[config.mk]
export PLATFORM = sky130hd
export DESIGN_NAME = gamepad_event_mode_classifier
export DESIGN_NICKNAME = d
export VERILOG_FILES = /design/src/hw/rtl/gemc_pkg.sv /design/src/hw/rtl/gemc_axis_sel.sv /design/src/hw/rtl/gemc_event.sv /design/src/hw/rtl/gamepad_event_mode_classifier.sv
export SDC_FILE = /design/constraint.sdc
export NUM_CORES = 1
export LEC_CHECK = 0
export ABC_AREA = 0
export BUFFER_PORTS_ARGS = -buffer_cell sky130_fd_sc_hd__buf_2
export CAP_MARGIN = 15
export CORE_MARGIN = 3
export CORE_UTILIZATION = 59
export CTS_CLUSTER_SIZE = 25
export DETAILED_ROUTE_END_ITERATION = 12
export PLACE_DENSITY_LB_ADDON = 0.12
export SYNTH_ARGS = -nofsm -noshare
export SYNTH_HDL_FRONTEND = slang
export SYNTH_SLANG_ARGS = --single-unit
export TNS_END_PERCENT = 10
[constraint.sdc]
create_clock -name clk -period 5.94 [get_ports clk]
set_input_delay 0.297 -clock clk [delete_from_list [all_inputs] [get_ports clk]]
set_output_delay 0.297 -clock clk [all_outputs]
set_load 0.02 [all_outputs]
[src/hw/rtl/gemc_pkg.sv]
`timescale 1ns / 1ps

package gemc_pkg;

    localparam int BUTTONS_W = 10;
    localparam int SAMPLE_W  = 16;
    localparam int AXES      = 6;
    localparam int MAG_W     = SAMPLE_W + 1;
    localparam int DZ_W      = 15;
    localparam int IN_W      = 112;
    localparam int OUT_W     = 48;

    localparam logic [DZ_W-1:0] DEADZONE_RESET = 15'd33;

    // axis order as on the input: left thumb, right thumb, cursor pad
    localparam int AX_LH = 0;
    localparam int AX_LV = 1;
    localparam int AX_RH = 2;
    localparam int AX_RV = 3;
    localparam int AX_CH = 4;
    localparam int AX_CV = 5;

    localparam int BTN_L1   = 4;
    localparam int BTN_R1   = 5;
    localparam int BTN_L2   = 6;
    localparam int BTN_R2   = 7;
    localparam int BTN_NINE = 8;

    localparam logic [4:0] RIGHT_FREE = 5'd21;
    localparam logic [3:0] LEFT_FREE  = 4'd15;

    typedef enum logic [1:0] {
        EV_PRESS   = 2'd0,
        EV_HOLD    = 2'd1,
        EV_RELEASE = 2'd2,
        EV_IDLE    = 2'd3
    } ev_t;

    typedef logic signed [SAMPLE_W-1:0] sample_t;

    typedef struct packed {
        logic [BUTTONS_W-1:0] buttons;
        logic [AXES-1:0]      act;
    } gemc_state_t;

    // indexed by {R2, R1, L2, L1}
    localparam logic [3:0] SHOULDER_CODE [16] = '{
        4'd15, 4'd0, 4'd1, 4'd4, 4'd2, 4'd6, 4'd8, 4'd10,
        4'd3, 4'd7, 4'd9, 4'd11, 4'd5, 4'd12, 4'd13, 4'd14
    };

    function automatic ev_t transition(input logic cur, input logic prev);
        ev_t ev;
        case ({cur, prev})
            2'b10:   ev = EV_PRESS;
            2'b11:   ev = EV_HOLD;
            2'b01:   ev = EV_RELEASE;
            default: ev = EV_IDLE;
        endcase
        return ev;
    endfunction

endpackage

[src/hw/rtl/gemc_axis_sel.sv]
`timescale 1ns / 1ps

module gemc_axis_sel
    import gemc_pkg::*;
(
    input  logic [DZ_W-1:0] deadzone,
    input  sample_t         samples [AXES],
    output logic [AXES-1:0] act
);

    logic [MAG_W-1:0] mag [AXES];
    logic [AXES-1:0]  raw;

    always_comb
    begin
        for (int i = 0; i < AXES; i++)
        begin
            // magnitude at 17 bits so that the most negative sample fits
            if (samples[i][SAMPLE_W-1])
                mag[i] = {1'b0, ~samples[i]} + MAG_W'(1);
            else
                mag[i] = {1'b0, samples[i]};
            raw[i] = mag[i] > {{(MAG_W-DZ_W){1'b0}}, deadzone};
        end
    end

    // within a pair the larger axis wins, a tie keeps horizontal
    always_comb
    begin
        for (int p = 0; p < AXES / 2; p++)
        begin
            act[2*p]   = raw[2*p] && !(raw[2*p+1] && (mag[2*p] < mag[2*p+1]));
            act[2*p+1] = raw[2*p+1] && !(raw[2*p] && (mag[2*p] >= mag[2*p+1]));
        end
    end

endmodule

[src/hw/rtl/gemc_event.sv]
`timescale 1ns / 1ps

module gemc_event
    import gemc_pkg::*;
(
    input  gemc_state_t cur,
    input  gemc_state_t prev,
    input  sample_t     samples [AXES],
    output logic [4:0]  right_mode,
    output logic [3:0]  left_mode,
    output logic [3:0]  finger_mode,
    output sample_t     right_value,
    output sample_t     left_value
);

    localparam int R_ENTRIES = 7;
    localparam int R_BTNS    = 5;
    localparam int L_ENTRIES = 5;
    localparam int RIGHT_BTN [R_BTNS] = '{0, 1, 2, 3, 9};
    localparam int LEFT_AX [L_ENTRIES-1] = '{AX_LH, AX_LV, AX_CH, AX_CV};

    ev_t        r_ev [R_ENTRIES];
    ev_t        l_ev [L_ENTRIES];
    logic [3:0] shoulder_idx;

    always_comb
    begin
        for (int k = 0; k < R_BTNS; k++)
            r_ev[k] = transition(cur.buttons[RIGHT_BTN[k]], prev.buttons[RIGHT_BTN[k]]);
        r_ev[5] = transition(cur.act[AX_RH], prev.act[AX_RH]);
        r_ev[6] = transition(cur.act[AX_RV], prev.act[AX_RV]);

        l_ev[0] = transition(cur.buttons[BTN_NINE], prev.buttons[BTN_NINE]);
        for (int j = 1; j < L_ENTRIES; j++)
            l_ev[j] = transition(cur.act[LEFT_AX[j-1]], prev.act[LEFT_AX[j-1]]);
    end

    // priority chains: walked from the back so the first engaged entry wins
    always_comb
    begin
        right_mode  = RIGHT_FREE;
        right_value = '0;
        for (int k = R_ENTRIES - 1; k >= 0; k--)
        begin
            if (r_ev[k] != EV_IDLE)
            begin
                right_mode = 5'(3 * k) + 5'(r_ev[k]);
                if (k >= R_BTNS && r_ev[k] != EV_RELEASE)
                    right_value = samples[(k >= R_BTNS) ? AX_RH + k - R_BTNS : AX_RH];
                else
                    right_value = '0;
            end
        end
    end

    always_comb
    begin
        left_mode  = LEFT_FREE;
        left_value = '0;
        for (int j = L_ENTRIES - 1; j >= 0; j--)
        begin
            if (l_ev[j] != EV_IDLE)
            begin
                left_mode = 4'(3 * j) + 4'(l_ev[j]);
                if (j >= 1 && l_ev[j] != EV_RELEASE)
                    left_value = samples[LEFT_AX[(j >= 1) ? j - 1 : 0]];
                else
                    left_value = '0;
            end
        end
    end

    assign shoulder_idx = {cur.buttons[BTN_R2], cur.buttons[BTN_R1],
                           cur.buttons[BTN_L2], cur.buttons[BTN_L1]};
    assign finger_mode  = SHOULDER_CODE[shoulder_idx];

endmodule

[src/hw/rtl/gamepad_event_mode_classifier.sv]
`timescale 1ns / 1ps

// Classifies one controller report per word into press/hold/release/free codes for the
// right and left groups, a shoulder combination code and the selected axis samples. A word
// is held in an input register, passes through the deadzone, pair selection and priority
// logic and lands in the output register. One word is taken every cycle while the output
// is drained; the previous-report state is updated
// as each word moves into the output register. The deadzone is written through cfg_wr_en
// and should only change while no word is in flight.
module gamepad_event_mode_classifier
    import gemc_pkg::*;
(
    input  logic             clk,
    input  logic             rst_n,

    input  logic             cfg_wr_en,
    input  logic [DZ_W-1:0]  cfg_wr_data,    // deadzone

    input  logic             s_tvalid,
    output logic             s_tready,
    // buttons, left_horz, left_vert, right_horz, right_vert, pad_horz, pad_vert, zero pad
    input  logic [IN_W-1:0]  s_tdata,

    output logic             m_tvalid,
    input  logic             m_tready,
    // right_mode, left_mode, finger_mode, right_value, left_value, zero pad
    output logic [OUT_W-1:0] m_tdata
);

    logic [DZ_W-1:0]      deadzone_reg;
    logic                 in_valid_reg;
    logic [BUTTONS_W-1:0] buttons_reg;
    sample_t              samples_reg [AXES];
    logic                 out_valid_reg;
    logic [OUT_W-1:0]     out_data_reg;
    logic [OUT_W-1:0]     out_data_next;
    gemc_state_t          prev_reg;
    gemc_state_t          cur;
    logic [AXES-1:0]      act;
    logic                 advance;

    logic [4:0] right_mode;
    logic [3:0] left_mode;
    logic [3:0] finger_mode;
    sample_t    right_value;
    sample_t    left_value;

    assign advance  = in_valid_reg && (!out_valid_reg || m_tready);
    assign s_tready = !in_valid_reg || advance;

    always_ff @(posedge clk or negedge rst_n)
    begin
        if (!rst_n)
        begin
            deadzone_reg  <= DEADZONE_RESET;
            in_valid_reg  <= 1'b0;
            out_valid_reg <= 1'b0;
            prev_reg      <= '0;
        end
        else
        begin
            if (cfg_wr_en)
                deadzone_reg <= cfg_wr_data;
            if (s_tready)
                in_valid_reg <= s_tvalid;
            if (advance)
            begin
                out_valid_reg <= 1'b1;
                prev_reg      <= cur;
            end
            else if (m_tready)
                out_valid_reg <= 1'b0;
        end
    end

    always_ff @(posedge clk)
    begin
        if (s_tvalid && s_tready)
        begin
            buttons_reg <= s_tdata[BUTTONS_W-1:0];
            for (int i = 0; i < AXES; i++)
                samples_reg[i] <= s_tdata[BUTTONS_W + i*SAMPLE_W +: SAMPLE_W];
        end
        if (advance)
            out_data_reg <= out_data_next;
    end

    gemc_axis_sel u_axis_sel (
        .deadzone (deadzone_reg),
        .samples  (samples_reg),
        .act      (act)
    );

    assign cur.buttons = buttons_reg;
    assign cur.act     = act;

    gemc_event u_event (
        .cur         (cur),
        .prev        (prev_reg),
        .samples     (samples_reg),
        .right_mode  (right_mode),
        .left_mode   (left_mode),
        .finger_mode (finger_mode),
        .right_value (right_value),
        .left_value  (left_value)
    );

    assign out_data_next = {3'b000, left_value, right_value, finger_mode, left_mode, right_mode};

    assign m_tvalid = out_valid_reg;
    assign m_tdata  = out_data_reg;

endmodule

==> results.py <==
metrics = {
    "timing": {
        "slew_headroom_pct": 48.2,
        "setup_slack_ns": 0.525,
        "setup_viol_count_final": 0,
        "slew_viol_final": 0,
        "skew_ns": 0.0144,
        "setup_tns_ns": 0,
        "hold_viol_final": 0,
        "layout_min_cycle_time_ns": 5.42,
        "worstMarginPinSlew_ns": 0.775,
        "min_period_over_period_pct": 91.2,
        "fmax_mhz": 185,
        "rsz0062_at_grt": "false",
    },
    "global_routing": {
        "grt_usage_pct": 28.5,
        "overflow": 0,
        "grt_pass1_wl_mm": 50.5,
        "grt_start_max_net_pins": 57,
        "grt_pass1_vias": 9655,
        "antenna_found_initial": 1,
    },
    "synthesis": {
        "syn_avg_cell_area_um2": 10.3,
        "synth_area_um2": 12500,
        "yosys_warnings": 0,
        "yosysUniqueCellTypes": 66,
        "ys_seq_area_share_pct": 42.1,
        "synth_flop_cell": "edfxtp_1",
        "synthArstFlopShare_pct": 16.1,
        "synth-edff-count": 151,
        "synth.ff_latch_count": 180,
        "synthCells": 1220,
    },
    "setup_path": {
        "crit-reg2reg-launch": "samples_reg[36]$_DFFE_PP_",
        "cp_data_required_time_ns": 6.14,
        "setup.worst_path.class": "reg2reg",
        "reg2reg_to": "m_tdata[0]$_DFFE_PP_",
        "crit_chain": "or4_4 -> or3_4 -> or3_4 -> or3_4 -> o31ai_4 -> xnor2_1 -> inv_1 -> ha_1 -> a21o_1 -> a21o_1 -> a211oi_1 -> o31ai_1 -> a2bb2o_1 -> ha_1 -> nand2_1 -> o21ai_0 -> mux2i_1 -> mux2i_1 -> mux2i_1 -> a211oi_1 -> a21oi_1",
        "cp_slowest_cell": "or4_4",
        "start_kind": "flip-flop",
        "timing.reg2reg.setup_slack_ns": 0.52,
        "endpoint_kind": "flip-flop",
        "slowest_delay_ns": 0.56,
        "crit_arrival_ns": 5.61,
        "worstPathMaxFanout": 5,
        "rr_worst_depth": 21,
    },
    "worst_hold_path": {
        "worstHoldEndpoint": "buttons_reg[7]$_DFFE_PP_",
        "hp-class": "in2reg",
        "hold-path-cell-count": 1,
        "hp-start": "s_tdata[7]",
    },
    "run": {
        "max_cap_violations": 0,
    },
    "clock_tree": {
        "cts_hold_buf": 1,
        "clock_path_buffers": 2,
        "cts-resized-gates": 0,
        "cts_tree": "yes",
        "cts_root_buffer": "clkbuf_16",
        "htreeDepth": 4,
        "clock_sinks": 180,
        "post_cts_buffers": 0,
        "cts_buffers": 17,
        "clk_pin_slew_ns": 0.08,
        "clock_latency_ns": 0.44,
    },
    "drt": {
        "ant_nets": 0,
        "drc": 0,
        "vias_per_cell": 6.01,
        "wl_mm": 32.7,
        "dr.pass1.iters": 8,
        "wl_per_cell_um": 19.5,
        "vias": 10100,
        "drt_iter0_drc": 813,
    },
    "final_layout": {
        "layout-drive-gt1-share_pct": 17.5,
        "antenna_cells": 0,
        "areaGrowthSynthToFinish_pct": 14.6,
        "largest_reg_flops": 96,
        "final_area_um2": 14300,
        "num-fill-cells": 1572,
        "nets": 1715,
    },
    "floorplanning": {
        "core-area_um2": 20600,
        "ioPinCount": 182,
        "rows": 52,
        "die_w_um": 152,
        "dieHeight_um": 152,
        "die-area_um2": 23000,
        "initial_core_util_pct": 60.8,
    },
    "power_and_ir_drop": {
        "ir_drop_uv": 191,
        "power_per_cell_area_nw_per_um2": 294,
        "leakage_uw": 0.00613,
    },
    "place": {
        "dp_slack_ns": 0.483,
        "placed_area_um2": 13700,
        "portBuffers": 172,
        "gp_congestion": 0.943,
        "hpwl_mm": 24.4,
    },
    "outcome": {
        "status": "finished clean",
    },
}
## per-stage QoR
stage	total power (uW)	hold slack, ns	util (%)	instances
2_1_floorplan	2580	0.00141	-	1227
3_3_place_gp	2950	0.386	66.5	1647
3_5_place_dp	3000	0.376	66.5	1647
4_1_cts	4190	0.0152	69.6	1680
5_1_grt	4460	0.00766	69.7	1681
6_report	4210	0.0240	69.7	1681
## cell families (layout without fill, tap and decap cells)
| logic type | after synthesis | count (layout) | share of synthesized area (%) |
|---|---|---|---|
| AND/OR/NAND/NOR | 341 | 341 | 14.0 |
| flip-flops | 180 | 180 | 42.1 |
| adder cells (fa/ha/maj) | 185 | 185 | 18.5 |
| other | 2 | 9 | 0.0601 |
| AO/OA/AOI/OAI | 292 | 292 | 15.2 |
| XOR/XNOR | 78 | 78 | 5.46 |
| multiplexers | 6 | 6 | 0.510 |
| buffers and inverters | 136 | 320 | 4.17 |
## report_power, final
part	switching, uW	leakage [uW]	total, uW	internal, uW
clock	565	0.000306	1200	633
combinational	861	0.00401	1390	531
sequential	108	0.00182	1620	1520
total	1530	0.00613	4210	2680
## critical path: cells and delay by family (launching register included)
family | cells | cell delay (ns)
compound gates | 9 | 1.79
xor+xnor | 1 | 0.21
fa+ha+maj | 2 | 0.60
buf+inv | 1 | 0.08
flops | 1 | 0.48
mux | 3 | 0.33
simple gates | 5 | 1.68
## Yosys cell counts, types with 3 or more instances
cell,number,area share (%)
o21ai_0,94,3.8
and3_1,4,0.20
o21a_1,10,0.60
or3_1,10,0.50
o41ai_1,10,0.70
ha_1,185,19
nand4_1,23,1.2
mux2_2,3,0.27
o31a_1,5,0.35
and2_1,4,0.20
edfxtp_1,151,36
a21o_1,13,0.78
o31ai_1,23,1.4
a22oi_1,17,1.0
nor4b_1,3,0.21
nor2_1,45,1.4
buf_4,3,0.18
nor3_1,13,0.52
xor2_1,19,1.3
o211ai_1,11,0.66
clkbuf_1,27,0.81
nand2_1,142,4.3
mux2i_1,3,0.24
or4_4,7,0.63
or4_1,3,0.18
nor3b_1,3,0.18
a21oi_1,49,2.0
a41oi_1,16,1.1
a211o_1,3,0.21
o21bai_1,3,0.18
o22ai_1,4,0.20
dfrtp_1,27,5.4
a211oi_1,12,0.72
nand3_1,19,0.76
or3_4,3,0.27
nor4_1,9,0.45
inv_1,106,3.2
nand2b_1,16,0.80
nor2b_1,23,1.2
or2_2,6,0.30
a31oi_1,4,0.20
xnor2_1,59,4.1
## cell type report
type / instances / area, um2 / share of cell area [%]
Clock buffer: 18 / 450 / 3.14
Clock inverter: 14 / 184 / 1.28
Inverter: 106 / 398 / 2.78
Multi-Input combinational cell: 911 / 6760 / 47.2
Sequential cell: 180 / 5260 / 36.7
Tap cell: 270 / 338 / 2.36
Timing Repair Buffer: 182 / 938 / 6.55
## cell usage in the layout, fill, tap and decap left out, types with 10 or more instances in the layout
master,netlist,final
a211oi_1,12,12
a21o_1,13,13
a21oi_1,49,49
a22oi_1,17,17
a41oi_1,16,16
buf_2,0,172
clkbuf_16,0,18
dfrtp_1,27,27
edfxtp_1,151,151
ha_1,185,185
inv_1,106,105
nand2_1,142,142
nand2b_1,16,16
nand3_1,19,19
nand4_1,23,23
nor2_1,45,45
nor2b_1,23,23
nor3_1,13,13
o211ai_1,11,11
o21a_1,10,10
o21ai_0,94,94
o31ai_1,23,23
o41ai_1,10,10
or3_1,10,10
xnor2_1,59,59
xor2_1,19,19
## routing by layer
| metal | up-vias | share of wire (%) | GRT usage, % |
|---|---|---|---|
| met1 | 4772 | 45 | 40.5 |
| met5 | - | 0.040 | 0 |
| li1 | 4846 | - | - |
| met4 | 2 | 2.5 | 8.18 |
| met2 | 423 | 45 | 44.9 |
| met3 | 62 | 7.3 | 5.32 |
## how the worst max path moves through the flow
stage / start / slack, ns / cells after the start / endpoint
floorplan: samples_reg[36]$_DFFE_PP_ / 0.92 / 18 / m_tdata[19]$_SDFFCE_PP0P_
global placement: samples_reg[36]$_DFFE_PP_ / 0.61 / 16 / m_tdata[21]$_SDFFCE_PP0P_
detailed placement: samples_reg[36]$_DFFE_PP_ / 0.48 / 17 / m_tdata[28]$_SDFFCE_PP0P_
CTS: samples_reg[36]$_DFFE_PP_ / 0.44 / 17 / m_tdata[28]$_SDFFCE_PP0P_
global route: samples_reg[36]$_DFFE_PP_ / 0.24 / 21 / m_tdata[0]$_DFFE_PP_
finish: samples_reg[36]$_DFFE_PP_ / 0.52 / 21 / m_tdata[0]$_DFFE_PP_
No activity file was read; power rests on OpenSTA's default activity.
